$ cat src/design/etm_pkg.sv
// Shared types, constants and fixed-point helpers for the Euler angle to
// model matrix pipeline. No dependencies.
`default_nettype none

package etm_pkg;

  localparam int unsigned CordicSteps  = 16;
  localparam int unsigned SincosStages = CordicSteps + 2;   // reduce, steps, round
  localparam int unsigned RotStages    = 7;
  localparam int unsigned PipeStages   = SincosStages + RotStages;

  localparam logic signed [16:0] FullTurn    = 17'sd23040;
  localparam logic [14:0]        QuarterTurn = 15'd5760;
  localparam logic [14:0]        HalfTurn    = 15'd11520;
  localparam logic [14:0]        ThreeQTurn  = 15'd17280;
  localparam logic signed [33:0] GainQ30     = 34'sd652032874;

  localparam logic signed [25:0] AtanTab [CordicSteps] = '{
    26'sd2949120, 26'sd1740967, 26'sd919879, 26'sd466945,
    26'sd234378,  26'sd117304,  26'sd58666,  26'sd29335,
    26'sd14668,   26'sd7334,    26'sd3667,   26'sd1833,
    26'sd917,     26'sd458,     26'sd229,    26'sd115
  };

  typedef enum logic [1:0] {
    QUAD_0 = 2'd0,
    QUAD_1 = 2'd1,
    QUAD_2 = 2'd2,
    QUAD_3 = 2'd3
  } quad_e;

  typedef logic signed [17:0] sc_t;    // Q16 sine or cosine
  typedef logic signed [19:0] q16_t;   // Q16 products and vector parts
  typedef logic signed [24:0] vr_t;    // Q16 cross product parts

  typedef struct packed {
    logic signed [31:0] pos_x;
    logic signed [31:0] pos_y;
    logic signed [31:0] pos_z;
    logic signed [15:0] scale_x;
    logic signed [15:0] scale_y;
    logic signed [15:0] scale_z;
  } side_t;

  typedef struct packed {
    logic signed [15:0] col0_x;
    logic signed [15:0] col0_y;
    logic signed [15:0] col0_z;
    logic signed [15:0] col1_x;
    logic signed [15:0] col1_y;
    logic signed [15:0] col1_z;
    logic signed [15:0] col2_x;
    logic signed [15:0] col2_y;
    logic signed [15:0] col2_z;
    logic signed [31:0] trans_x;
    logic signed [31:0] trans_y;
    logic signed [31:0] trans_z;
  } res_t;

  // round to nearest, half away from zero
  function automatic logic signed [47:0] rnd(input logic signed [47:0] v,
                                             input int unsigned n);
    logic signed [47:0] half;
    logic signed [47:0] mag;
    half = 48'sd1 <<< (n - 1);
    mag  = -v;
    if (v >= 48'sd0) begin
      rnd = (v + half) >>> n;
    end else begin
      rnd = -((mag + half) >>> n);
    end
  endfunction

  function automatic logic signed [15:0] sat16(input logic signed [47:0] v);
    if (v > 48'sd32767) begin
      sat16 = 16'sh7fff;
    end else if (v < -48'sd32768) begin
      sat16 = 16'sh8000;
    end else begin
      sat16 = v[15:0];
    end
  endfunction

  function automatic q16_t mul16(input q16_t a, input q16_t b);
    logic signed [39:0] p;
    logic signed [47:0] r;
    p = a * b;
    r = rnd({{8{p[39]}}, p}, 16);
    mul16 = r[19:0];
  endfunction

  function automatic q16_t ext_sc(input sc_t v);
    ext_sc = {{2{v[17]}}, v};
  endfunction

endpackage

`default_nettype wire

$ cat src/design/etm_sincos.sv
// One sine/cosine lane: angle reduction, 16 pipelined CORDIC steps, then
// rounding and quadrant fold. Depends on etm_pkg.
`default_nettype none

module etm_sincos
  import etm_pkg::*;
(
  input  wire logic                    clk_i,
  input  wire logic [SincosStages-1:0] en_i,
  input  wire logic signed [15:0]      ang_i,
  output sc_t                          sin_o,
  output sc_t                          cos_o
);

  logic signed [16:0] t_w;
  logic [14:0]        a_w;
  quad_e              q_w;
  logic [14:0]        r_w;

  quad_e              q0_q;
  logic signed [25:0] z0_q;

  logic signed [33:0] x_q [CordicSteps];
  logic signed [33:0] y_q [CordicSteps];
  logic signed [25:0] z_q [CordicSteps];
  quad_e              qs_q [CordicSteps];

  always_comb begin
    t_w = {ang_i[15], ang_i};
    if (t_w < 17'sd0) begin
      t_w = t_w + FullTurn;
    end
    if (t_w < 17'sd0) begin
      t_w = t_w + FullTurn;
    end
    if (t_w >= FullTurn) begin
      t_w = t_w - FullTurn;
    end
    a_w = t_w[14:0];
    if (a_w >= ThreeQTurn) begin
      q_w = QUAD_3;
      r_w = a_w - ThreeQTurn;
    end else if (a_w >= HalfTurn) begin
      q_w = QUAD_2;
      r_w = a_w - HalfTurn;
    end else if (a_w >= QuarterTurn) begin
      q_w = QUAD_1;
      r_w = a_w - QuarterTurn;
    end else begin
      q_w = QUAD_0;
      r_w = a_w;
    end
  end

  // residual angle in 1/65536 degree, never negative
  always_ff @(posedge clk_i) begin
    if (en_i[0]) begin
      q0_q <= q_w;
      z0_q <= $signed({3'b0, r_w[12:0], 10'b0});
    end
  end

  for (genvar i = 0; i < CordicSteps; i++) begin : g_step
    logic signed [33:0] x_in;
    logic signed [33:0] y_in;
    logic signed [25:0] z_in;
    quad_e              q_in;
    logic signed [33:0] xs;
    logic signed [33:0] ys;

    if (i == 0) begin : g_first
      assign x_in = GainQ30;
      assign y_in = 34'sd0;
      assign z_in = z0_q;
      assign q_in = q0_q;
    end else begin : g_next
      assign x_in = x_q[i-1];
      assign y_in = y_q[i-1];
      assign z_in = z_q[i-1];
      assign q_in = qs_q[i-1];
    end

    assign xs = x_in >>> i;
    assign ys = y_in >>> i;

    always_ff @(posedge clk_i) begin
      if (en_i[i+1]) begin
        qs_q[i] <= q_in;
        if (z_in >= 26'sd0) begin
          x_q[i] <= x_in - ys;
          y_q[i] <= y_in + xs;
          z_q[i] <= z_in - AtanTab[i];
        end else begin
          x_q[i] <= x_in + ys;
          y_q[i] <= y_in - xs;
          z_q[i] <= z_in + AtanTab[i];
        end
      end
    end
  end

  logic signed [47:0] sr_w;
  logic signed [47:0] cr_w;
  sc_t                sv_w;
  sc_t                cv_w;

  assign sr_w = rnd({{14{y_q[CordicSteps-1][33]}}, y_q[CordicSteps-1]}, 14);
  assign cr_w = rnd({{14{x_q[CordicSteps-1][33]}}, x_q[CordicSteps-1]}, 14);
  assign sv_w = sr_w[17:0];
  assign cv_w = cr_w[17:0];

  always_ff @(posedge clk_i) begin
    if (en_i[SincosStages-1]) begin
      case (qs_q[CordicSteps-1])
        QUAD_0: begin
          sin_o <= sv_w;
          cos_o <= cv_w;
        end
        QUAD_1: begin
          sin_o <= cv_w;
          cos_o <= -sv_w;
        end
        QUAD_2: begin
          sin_o <= -sv_w;
          cos_o <= -cv_w;
        end
        default: begin
          sin_o <= -cv_w;
          cos_o <= sv_w;
        end
      endcase
    end
  end

endmodule

`default_nettype wire

$ cat config.mk
export PLATFORM = sky130hd
export DESIGN_NAME = etm_sincos
export DESIGN_NICKNAME = d
export VERILOG_FILES = /design/src/design/etm_pkg.sv /design/src/design/etm_sincos.sv
export SDC_FILE = /design/constraint.sdc
export NUM_CORES = 2
export LEC_CHECK = 0
export BUFFER_PORTS_ARGS = -buffer_cell sky130_fd_sc_hd__buf_2
export CORE_MARGIN = 4
export CORE_UTILIZATION = 45
export CTS_CLUSTER_SIZE = 20
export DETAILED_ROUTE_END_ITERATION = 16
export RECOVER_POWER = 50
export SLEW_MARGIN = 20
export SYNTH_ARGS = -nofsm -noshare
export SYNTH_HDL_FRONTEND = slang
export SYNTH_SLANG_ARGS = --single-unit
$ cat constraint.sdc
create_clock -name clk_i -period 7.6 [get_ports clk_i]
set_clock_uncertainty 0.15 [all_clocks]
set_input_delay 0.76 -clock clk_i [delete_from_list [all_inputs] [get_ports clk_i]]
set_output_delay 0.76 -clock clk_i [all_outputs]
set_load 0.01 [all_outputs]
==> results.yml <==
timing:
  rsz0062_at_grt: "no"
  fin_crit_ns: 6.384
  setup_violations: 0
  tightest_slew_ns: 4.457
  clock.fmax_mhz: 156.6
  tns_ns: 0
  slew_headroom: -1.971
  hold_viol: 0
  slew_viol_final: 1070
  post-route-period-util: 0.8400
detailed_routing:
  wire_per_inst_um: 19.62
  routed_wl_um: 302100
  dr.pass1.iters: 6
  remaining_drc_errors: 0
  wl_met3_um: 13730
  viasPerCell: 5.810
  maxUsedRoutingLayer: "met5"
  vias: 89470
  routed-wl-met2_um: 146600
  ant_nets: 0
  first_iter_violations: 6777
  met1_length_um: 131800
worst_setup_path:
  reg2reg_setup_slack_ns: 1.22
  critPathMaxFanout: 5
  slowest_delay_ns: 0.79
  path_cells: "or3_1, or3b_2, or3_1, nor4_1, a21oi_1, xnor2_1, ha_1, a211oi_1, nand2_1, a211oi_1, a31oi_1, a21o_1, a41o_1, o2111ai_1, a31oi_1, o41ai_1, o21ai_0, a21oi_1, xnor2_1"
  r2r-start: "x_q[0][249]$_DFFE_PP_"
  timing.rr.end: "y_q[1][33]$_DFFE_PP_"
  crit_type: "flip-flop to flip-flop"
  startpoint_type: "flip-flop"
  critPathArrivalTime_ns: 6.80
  required_ns: 8.02
  crit_path_end_kind: "flip-flop"
  rr_worst_depth: 19
  slowest_stage: "nor4_1"
clocking:
  post_cts_resized: 0
  post_cts_buffers: 0
  clk_path_buf_depth: 3
  htreeDepth: 4
  postCtsHoldBufs: 7
  cts.clk_slew.worst_paths_ns: 0.06
  clk-insertion-delay-late_ns: 0.83
  cts_root_buffer: "clkbuf_16"
  numCtsBuffers: 163
  cts.sinks: 1364
  cts_tree: "yes"
worst_hold_path:
  min_from: "en_i[15]"
  hold_class: "input port to flip-flop"
  hold_depth: 1
  hold_end: "x_q[1][208]$_DFFE_PP_"
yosys:
  synthFlopType: "edfxtp_1"
  async_reset_ff_frac: 0
  synth-seq-cells: 1364
  syn_area_um2: 114000
  syn-instance-count: 11840
  yosys_warnings: 0
  syn-mean-instance-area_um2: 9.629
  ys_types: 115
  seq_area_frac_synth: 0.3593
  synth_edf_count: 1364
die:
  die_area_um2: 261400
  rows: 184
  die_w_um: 511.3
  initial_core_util: 0.4530
  die_y_um: 511.3
  core_area_um2: 251600
  ios: 71
global_routing:
  grt_overflow: 0
  antenna_found_initial: 11
  grt_max_degree: 88
  grt_pass1_wl_um: 478000
  grt_pass1_vias: 86850
  grt_util_all_layers: 0.2247
placed_design:
  io_buffers: 70
  gp_congestion: 0.9311
  dpl.hpwl_um: 240900
layout:
  finalNetCount: 13230
  drive_gt1_frac: 0.04856
  fill_cells: 23080
  layout_common_cells: "1,364 x edfxtp_1, 1,248 x ha_1, 1,110 x xnor2_1, 1,105 x nor2_1, 1,023 x a21oi_1"
  synthToLayoutAreaGrowth_pct: 8.259
  final_common_cell: "edfxtp_1"
status:
  failed_checks: "max-capacitance violations, max-slew violations"
  status: "finished, violations left"
run:
  maxCapViolations: 17
kinds of logic after synthesis:
kind of cell             count (synthesis)  share of synthesized area
AND/OR/NAND/NOR                       3515                     0.1505
AO/OA/AOI/OAI                         3173                     0.1802
XOR/XNOR                              1702                     0.1308
flip-flops                            1364                     0.3593
adder cells (fa/ha/maj)               1284                     0.1433
buffers and inverters                  669                    0.02228
multiplexers                           131                    0.01358
other                                    1                 0.00003290
synthesized netlist by cell type, types with 186 or more instances:
cell | n | area [µm²]
o21ai_0 | 542 | 2713
nor2_1 | 1105 | 4148
xor2_1 | 590 | 5167
ha_1 | 1248 | 15610
a21oi_1 | 1023 | 5120
a21o_1 | 348 | 2613
xnor2_1 | 1111 | 9731
nor3_1 | 401 | 2007
nand2_1 | 703 | 2639
inv_1 | 436 | 1637
o21a_1 | 188 | 1411
edfxtp_1 | 1364 | 40960
nand3_1 | 237 | 1186
nand2b_1 | 186 | 1164
worst max-delay path by stage:
stage / start / end / cells past startpoint
after global routing: en_i[3] / x_q[0][97]$_DFFE_PP_ / 11
final: x_q[0][249]$_DFFE_PP_ / y_q[1][33]$_DFFE_PP_ / 19
after floorplan: en_i[14] / y_q[1][202]$_DFFE_PP_ / 18
after CTS: x_q[0][249]$_DFFE_PP_ / y_q[1][33]$_DFFE_PP_ / 19
after detailed placement: en_i[14] / y_q[1][202]$_DFFE_PP_ / 19
after global placement: en_i[11] / x_q[1][101]$_DFFE_PP_ / 19
cell type report:
class                      instances  area (µm²)  share of cell area
clock inverter                   113        1125            0.009114
timing repair buffer             136       794.5            0.006438
clock buffer                     183        4154             0.03366
sequential                      1364       40960              0.3319
antenna                            6       15.01           0.0001217
tap                             3348        4189             0.03394
multi-input combinational       9807       70510              0.5714
inverter                         443        1663             0.01347
state kept, by name, indices dropped and copies added (netlist names):
register,count
sin_o,18
qs_q,32
x_q,474
z_q,331
y_q,476
g_step.z_in,13
g_step.q_in,2
cos_o,18
metrics by stage:
| step | setup slack (ns) | util | area, µm² | hold WS, ns | instances |
|---|---|---|---|---|---|
| 6_report | 1.216 | 0.4904 | 123400 | 0.1521 | 15400 |
| 5_1_grt | 0.7526 | 0.4904 | 123400 | 0.1156 | 15400 |
| 4_1_cts | 1.337 | 0.4908 | 123500 | 0.02008 | 15390 |
| 3_5_place_dp | 1.146 | 0.4695 | 118100 | 0.2545 | 15090 |
| 3_3_place_gp | 1.116 | 0.4695 | 118100 | 0.2526 | 15090 |
| 2_1_floorplan | 1.965 | - | 114000 | 0.2503 | 11840 |
worst max-delay path: cells and delay by family, from the launching register on:
family | cells | cell delay, ns
flops | 1 | 0.47
xor+xnor | 2 | 0.25
simple gates | 5 | 2.23
compound gates | 11 | 2.66
fa+ha+maj | 1 | 0.36
routing by layer:
layer | global-route usage | vias up
met5 | 0 | -
met4 | 0.06960 | 6
met3 | 0.02780 | 508
met2 | 0.3925 | 2098
met1 | 0.2898 | 42680
li1 | - | 44180
Power is left out: the tool's default activity adds up to more than one toggle a clock period on the data nets, which glitch-free logic cannot reach.
